`src/hw/rtl/toroidal_life_automaton_macros.svh`:
```
// Assertion macros shared by the toroidal life automaton RTL.
// Each macro expects clk and arst_n to be visible at the point of use.
`ifndef TOROIDAL_LIFE_AUTOMATON_MACROS_SVH
`define TOROIDAL_LIFE_AUTOMATON_MACROS_SVH

// Checked only while out of reset.
`define TLA_ASSERT(lbl, prop, msg) \
	lbl: assert property (@(posedge clk) disable iff (!arst_n) (prop)) else $error(msg);

// Checked on every edge, including during reset.
`define TLA_ASSERT_ALWAYS(lbl, prop, msg) \
	lbl: assert property (@(posedge clk) (prop)) else $error(msg);

`endif

```
`src/hw/rtl/tla_row_next.sv`:
```
// Next-generation logic for one grid row under rule B3/S23 with column wrap.
// Pure combinational; no package dependency.
`default_nettype none

module tla_row_next #(
	parameter int unsigned MAX_COLS = 128
) (
	input  logic [MAX_COLS-1:0]           up,
	input  logic [MAX_COLS-1:0]           cur,
	input  logic [MAX_COLS-1:0]           dn,
	input  logic [$clog2(MAX_COLS+1)-1:0] nc,
	output logic [MAX_COLS-1:0]           nxt
);

	localparam int unsigned CAW = $clog2(MAX_COLS);
	localparam int unsigned NCW = $clog2(MAX_COLS + 1);

	logic [CAW-1:0] last_col;
	logic           up_last;
	logic           cur_last;
	logic           dn_last;

	assign last_col = CAW'(nc - NCW'(1));
	assign up_last  = up[last_col];
	assign cur_last = cur[last_col];
	assign dn_last  = dn[last_col];

	for (genvar c = 0; c < MAX_COLS; c++) begin : g_cell
		logic       ul, cl, dl, ur, cr, dr;
		logic [3:0] cnt;
		logic       active;

		if (c == 0) begin : g_left_wrap
			assign ul = up_last;
			assign cl = cur_last;
			assign dl = dn_last;
		end else begin : g_left
			assign ul = up[c-1];
			assign cl = cur[c-1];
			assign dl = dn[c-1];
		end

		if (c == MAX_COLS - 1) begin : g_right_wrap
			assign ur = up[0];
			assign cr = cur[0];
			assign dr = dn[0];
		end else begin : g_right
			logic at_end;
			assign at_end = (last_col == CAW'(c));
			assign ur = at_end ? up[0]  : up[c+1];
			assign cr = at_end ? cur[0] : cur[c+1];
			assign dr = at_end ? dn[0]  : dn[c+1];
		end

		assign cnt = {3'b000, ul} + {3'b000, up[c]} + {3'b000, ur}
		           + {3'b000, cl} + {3'b000, cr}
		           + {3'b000, dl} + {3'b000, dn[c]} + {3'b000, dr};

		// Columns past the size in use keep their value.
		assign active = (CAW'(c) <= last_col);

		assign nxt[c] = !active ? cur[c]
		              : cur[c]  ? ((cnt == 4'd2) || (cnt == 4'd3))
		              :           (cnt == 4'd3);
	end

endmodule

`default_nettype wire

```
`config.mk`:
```
export PLATFORM = sky130hd
export DESIGN_NAME = tla_row_next
export DESIGN_NICKNAME = d
export VERILOG_FILES = /design/src/hw/rtl/toroidal_life_automaton_macros.svh /design/src/hw/rtl/tla_row_next.sv
export SDC_FILE = /design/constraint.sdc
export NUM_CORES = 2
export LEC_CHECK = 0
export ABC_AREA = 1
export CAP_MARGIN = 20
export CORE_ASPECT_RATIO = 0.6
export CORE_UTILIZATION = 55
export DETAILED_ROUTE_END_ITERATION = 8
export DONT_BUFFER_PORTS = 1
export PLACE_DENSITY_LB_ADDON = 0.2
export SLEW_MARGIN = 20
export SYNTH_ARGS = -nofsm -noshare
export SYNTH_HDL_FRONTEND = slang
export SYNTH_SLANG_ARGS = --single-unit
```
`constraint.sdc`:
```
create_clock -name vclk -period 15.7
set_input_delay 0.785 -clock vclk [all_inputs]
set_output_delay 0.785 -clock vclk [all_outputs]
set_load 0.03 [all_outputs]
```
==> flow_summary.ini <==
[detailed_routing]
vias = 31499
routed_via_density = 5.89
antenna_left = 0
drc = 0
dr.pass1.iters = 6
wl_per_cell_um = 22.6
drtIter0Drc = 3303
routed_wl_um = 121000

[setup_path]
cp.arrival_ns = 8.82
cp_cell_sequence = inv_6, ha_2, buf_4, inv_2, nor2_4, buf_4, inv_1, nor2_1, nand2_1, nor2_1, a21oi_1, fa_1, inv_1, fa_1, ha_1, fa_1, o21ai_0, o211ai_1, o21ai_0
critPathLaunch = nc[0]
critPathMaxStageDelay_ns = 0.96
worst-path-max-fanout = 221
path_buf_inv = 6
endpoint = nxt[13]
path_delay_family = simple AND/OR/NAND/NOR gates
end_kind = primary output
crit_slowest_cell = o21ai_0
worst-setup-path-type = input port to primary output
cp.required_ns = 14.91
crit_top_cell = fa_1
cp-start-kind = input port
path_depth = 19

[global_routing]
grt_use_met2_pct = 58.0
met3_usage_pct = 15.0
grt_usage_pct = 41.5
grt.overflow.total = 0
grt_start_max_net_pins = 222
use_met1_pct = 59.2
grt_pass1_vias = 29430
grt_pass1_wl_um = 183000
grt_busiest_layer = met1
antenna_found_initial = 3

[timing]
finalCritPeriodShare_pct = 61.2
fmax_ghz = 0.104
min_period_ns = 9.60
finalSetupViolCount = 0
worst_slew_pin_slew_ns = 1.23
slew_violations = 0
rsz0062_at_grt = no
maxSlewHeadroom_pct = 17.2
tns_ns = 0
hold_viol_final = 0

[synthesis]
synthesis.instances = 4689
yosys.area_share.simple_pct = 28.0
syn_nets = 5981
synth_compound_area_share_pct = 14.4
synth_fa_ha_area_share_pct = 48.1
yosys.area_share.xor_xnor_pct = 0
synth-seq-area-share_pct = 0
synth_area_leader_cell = fa_1
syn-mean-instance-area_um2 = 6.69
synth_top_area_share_pct = 32.7
yosysWarningCount = 0
synth_area_leaders = fa_1 33%, nand2_1 17%, ha_1 15%
synth_cell_types = 38
syn-cell-area_mm2 = 0.0314
synth_top_family_by_area = adder cells
synth.area.mux_share_pct = 0

[power]
cellPowerDensity_mw_per_mm2 = 61.6
comb_power_share_pct = 100.0
intPower_w = 0.000735
ir_drop_uv = 33.4
switching_share_pct = 62.7
power.share.clock_pct = 0
leakagePower_nw = 16.5
p_switching_w = 0.00124
power_frac_seq_pct = 0

[status]
outcome = finished clean

[final_layout]
seq_cells = 0
area_delta_synth_final_pct = 2.01
final_cell_area_mm2 = 0.0320
seqCellArea_um2 = 0
layout_common_cells = 1,410 x nand2_1, 601 x inv_1, 512 x fa_1, 444 x nor2_1, 404 x o21ai_0
final_common_cell = nand2_1
fin_nets = 5883
fillCellCount = 5580
diodes = 0
clock_buffers = 0
drive_gt1_share_pct = 2.31

[cts]
hold_buffers = 0
post-cts-setup-buffers = 0
post_cts_resize_count = 0

[die]
dieWidth_um = 310
rows = 67
dieArea_mm2 = 0.0581
start_util_pct = 56.0
coreArea_mm2 = 0.0561
die_y_um = 187
io_pins = 520

[placed_design]
placed_cell_area_mm2 = 0.0320
gp_congestion = 1.01
dp_hpwl_um = 97300
numPortBuffers = 0

[worst_hold_path]
hold_class = input port to primary output
hold_start = cur[77]

[flow_run]
max-cap-violations = 0
[metal layers]
metal	share of wire, %	vias up	wire [um]
met1	41	14542	49900
met3	15	272	18400
met2	40	1875	47800
li1	-	14804	-
met5	0.036	-	44
met4	3.9	6	4780
[power groups by stage]
| stage | logic (W) | clock network [W] | registers [W] |
|---|---|---|---|
| after global placement | 0.00187 | 0 | 0 |
| after CTS | 0.00195 | 0 | 0 |
| after detailed placement | 0.00194 | 0 | 0 |
| after global routing | 0.00227 | 0 | 0 |
| final | 0.00197 | 0 | 0 |
| after floorplan | 0.00152 | 0 | 0 |
[logic make-up after synthesis]
family / count (synthesis)
adders and majority gates: 900
buffers and inverters: 756
AOI/OAI and AO/OA: 846
and+or+nand+nor: 2187
[stage by stage]
step / utilization [%] / setup slack (ns) / hold slack, ns / instances / power (W)
after detailed placement: 57.1 / 6.55 / 1.79 / 5347 / 0.00194
after global routing: 57.1 / 6.08 / 1.81 / 5348 / 0.00227
final: 57.1 / 6.10 / 1.79 / 5348 / 0.00197
after floorplan: - / 8.84 / 1.78 / 4689 / 0.00152
after global placement: 57.0 / 6.60 / 1.79 / 5345 / 0.00187
after CTS: 57.1 / 6.53 / 1.79 / 5347 / 0.00195
[cell usage after synthesis, drive strengths merged]
master and instances:
ha 388, buf 77, or3 1, a211oi 9, a31oi 4, o2111ai 1, a21boi 2, fa 512
clkbuf 59, o31ai 6, o211ai 48, o221a 1, nand3b 1, nand2 1432, nand4 19, nand3 252
o21ai 448, o221ai 8, inv 617, o211a 11, a21oi 296, a22oi 8, nor2 469, nor3 13
o21a 4, clkinv 3
[area by class of cell]
type | count | area (um2) | area share [%]
multi-input combinational | 3933 | 28500 | 88.9
inverter | 620 | 2340 | 7.30
tap | 759 | 950 | 2.97
timing repair buffer | 36 | 278 | 0.868
[worst min path at each step]
stage	endpoint	cells after the start	slack (ns)
6_report	nxt[77]	2	1.79
3_5_place_dp	nxt[77]	2	1.79
5_1_grt	nxt[58]	2	1.81
3_3_place_gp	nxt[93]	2	1.79
2_1_floorplan	nxt[31]	2	1.78
4_1_cts	nxt[77]	2	1.79
Note: power is estimated with default switching activity, not from simulation.
